### src/gsl_ram.sv
// Generic single-write, single-read RAM with registered read data.
module gsl_ram #(
    parameter int WIDTH = 1,
    parameter int DEPTH = 64
) (
    input  logic                     i_clk,
    input  logic                     i_we,
    input  logic [$clog2(DEPTH)-1:0] i_waddr,
    input  logic [WIDTH-1:0]         i_wdata,
    input  logic [$clog2(DEPTH)-1:0] i_raddr,
    output logic [WIDTH-1:0]         o_rdata
);

    logic [WIDTH-1:0] r_mem [DEPTH];
    logic [WIDTH-1:0] r_rdata;

    always_ff @(posedge i_clk) begin
        if (i_we) begin
            r_mem[i_waddr] <= i_wdata;
        end
        r_rdata <= r_mem[i_raddr];
    end

    assign o_rdata = r_rdata;

endmodule

### config.mk
export PLATFORM = sky130hd
export DESIGN_NAME = gsl_ram
export DESIGN_NICKNAME = d
export VERILOG_FILES = /design/src/gsl_ram.sv
export SDC_FILE = /design/constraint.sdc
export NUM_CORES = 1
export LEC_CHECK = 0
export BUFFER_PORTS_ARGS = -buffer_cell sky130_fd_sc_hd__buf_4
export CAP_MARGIN = 20
export CORE_ASPECT_RATIO = 2
export CORE_UTILIZATION = 55
export DETAILED_ROUTE_END_ITERATION = 16
export PLACE_DENSITY = 0.73
export SLEW_MARGIN = 0
export SYNTH_ARGS = -nofsm -noshare
export SYNTH_HDL_FRONTEND = slang
export SYNTH_SLANG_ARGS = --single-unit
### constraint.sdc
create_clock -name i_clk -period 1.98 [get_ports i_clk]
set_input_delay 0.198 -clock i_clk [delete_from_list [all_inputs] [get_ports i_clk]]
set_output_delay 0.198 -clock i_clk [all_outputs]
set_load 0.005 [all_outputs]
==> summary.txt <==
Status -> finished clean
Worst slew pin tran -> 0.5361 ns
First-pass GRT wire length -> 8335 um
Routability cong. -> 0.7335
Unrepaired setup endpoints after global routing -> false
Hold Startpoint -> i_raddr[5]
Crit. Startpoint -> r_mem[20]$_DFFE_PP_
Top cell type's share of synthesized area -> 65.95%
P_sw -> 0.5877 mW
N_diodes -> 0
Met1 track demand over resource -> 25.58%
P_int -> 2.035 mW
Clock power share -> 35.0%
Seq pwr share -> 58.1%
Count leader, synth -> nor2_1
Starting Density -> 56.71%
Final setup TNS -> 0 ns
Final-report hold violation count -> 0
Non-Filler Instances -> 282
Site Rows -> 37
Congestion Overflow GR -> 0
Die Footprint -> 5611 um^2
Slew margin rel. -> 64.26%
Setup bufs post-CTS -> 0
Initial antenna violation count -> 0
Clock sink count -> 65
Total of max-cap violations -> 0
Clk buf depth -> 2
CTS resizes -> 0
CTS tree -> done
Vias in the first global route -> 1683
Hpwl dp -> 3701 um
Peak supply drop -> 0.7983 mV
Fill cells -> 376
Setup Crit Path Kind -> flip-flop to flip-flop
Port Buffers -> 15
Reg2Reg Setup Slack -> 0.14 ns
Remaining DRCs -> 0
Max Clock Skew -> 0.003556 ns
Per-cell routed wire length -> 19.26 um
Mapped Cells -> 204
Nets@finish -> 234
Final setup vio count -> 0
Gr busiest metal -> met2
Root Driver -> clkbuf_8
Post-synth ARST share -> 0%
Largest net degree at the start of global routing -> 65
Startpoint types -> flip-flop
Synth top cells by count -> nor2_1, edfxtp_1, clkbuf_1, mux4_2, nand3_1
Grt met3 use -> 5.531%
Post-layout min period -> 1.841 ns
Slew Viols, Final -> 0
Reg-to-Reg Start -> r_mem[20]$_DFFE_PP_
Clock buffer count from CTS -> 9
Drt first pass iters -> 4
Largest cells by area after synthesis -> edfxtp_1, nor2_1, mux4_2
Vias per cell -> 6.078
Crit end category -> flip-flop
Comb power frac -> 6.9%
Area grow syn2layout -> 10.30%
Syn avg cell area -> 14.28 um^2
Total GRT Usage -> 22.70%
PwrDens -> 816.0 nW/um^2
H-tree levels -> 3
Yosys top cell by area -> edfxtp_1
Sequential cell area -> 1942 um^2
Critical Path RT -> 2.21 ns
Share of the yosys chip area belonging to registers -> 66.64%
Later-pin clock latency in the skew report -> 0.34 ns
Hold Crit Class -> input port to flip-flop
Post-synthesis register bit count -> 65
Die Span Y -> 104.9 um
Hold Buf Count CTS -> 0
Main synth FF type -> edfxtp_1
CTS clk-pin slew, worst paths -> 0.07 ns
Syn Nets -> 219
Layout cells sized above 1 -> 17.86%
Max Fclk -> 543.1 MHz
Post-synth cell types -> 25
Chip width -> 53.47 um
Sw Share -> 22.41%
Area of the multi-input gates -> 918.4 um^2
Via count -> 1714
Post-Place Cells -> 266
1st-iter DRT viols -> 68
I/O pin total -> 16
Arrival time worst endpoint -> 2.08 ns
Met2 usage -> 38.30%
Maximum fanout along the worst path -> 1
Yosys warns -> 0
Core Region -> 5139 um^2
Drt total wl -> 5432 um
Mapped cell area -> 2914 um^2
Number of synthesized flops with an enable pin -> 64
Final period utilization -> 92.99%
Leakage -> 1.008 nW
Routed Antenna Nets -> 0
Power, Total -> 2.623 mW
## final timing paths
| check | endpoint | cells past startpoint |
|---|---|---|
| setup / recovery | o_rdata$_DFF_P_ | 4 |
| hold / removal | o_rdata$_DFF_P_ | 2 |
| setup reg to reg | o_rdata$_DFF_P_ | 4 |
| hold reg to reg | o_rdata$_DFF_P_ | 4 |
## area by class of cell
type	instances	share of cell area, %
Clock buffer	9	3.854
Clock inverter	7	1.168
Multi-Input combinational cell	127	28.57
Sequential cell	65	60.41
Tap cell	58	2.258
Timing Repair Buffer	16	3.737
## cell usage in the layout (no fill, tap or decap)
cell type    n
nor2_1      67
edfxtp_1    64
buf_4       16
mux4_2      10
nand3_1      9
clkbuf_8     9
nand2_1      7
mux4_1       7
nor2b_1      5
nand3b_1     4
nand4_1      3
clkinv_1     3
nand2b_1     2
nor3_1       2
a22oi_1      2
clkinv_2     2
nand4b_1     1
or3b_2       1
or3_1        1
a21oi_1      1
and2b_1      1
a21boi_0     1
or2_0        1
a41oi_1      1
a32o_1       1
clkinvlp_4   1
clkinv_4     1
dfxtp_1      1
## registers in the layout (all words and copies together), names as in the netlist
signal and count:
o_rdata 1, r_mem 64
## power by group through the flow
stage                     Clock, mW  Combinational (mW)  Sequential (mW)
after floorplan                   0               0.110             1.55
after global placement            0               0.175             1.55
after detailed placement          0               0.181             1.55
after CTS                     0.932               0.181             1.52
after global routing          0.991               0.195             1.52
final                         0.917               0.181             1.52
## critical path: stages, from the launching register on
cell and delay (ns):
edfxtp_1 0.38, mux4_1 0.50, mux4_2 0.45, or2_0 0.21, a32o_1 0.20
## logic make-up after synthesis
| kind of cell | share of synthesized area [%] |
|---|---|
| buffers and inverters | 1.846 |
| AND/OR/NAND/NOR | 15.89 |
| multiplexers | 14.04 |
| flip-flops | 66.64 |
| AO/OA/AOI/OAI | 1.589 |
## through the flow
step,hold slack (ns),worst slack [ns],utilization [%],area [um^2]
after detailed placement,0.4556,0.1125,59.41,3053
after global placement,0.4498,0.1306,59.41,3053
after global routing,0.1068,0.08908,62.55,3214
after CTS,0.09706,0.1182,62.55,3214
after floorplan,0.2969,0.2258,-,2914
final,0.1077,0.1389,62.55,3214
## layer usage
layer / vias up / wire [um]
li1: 798 / -
met1: 865 / 1990
met2: 40 / 3075
met3: 11 / 236
met4: 0 / 130
met5: - / 0
Power figures use the tool's default switching activity.
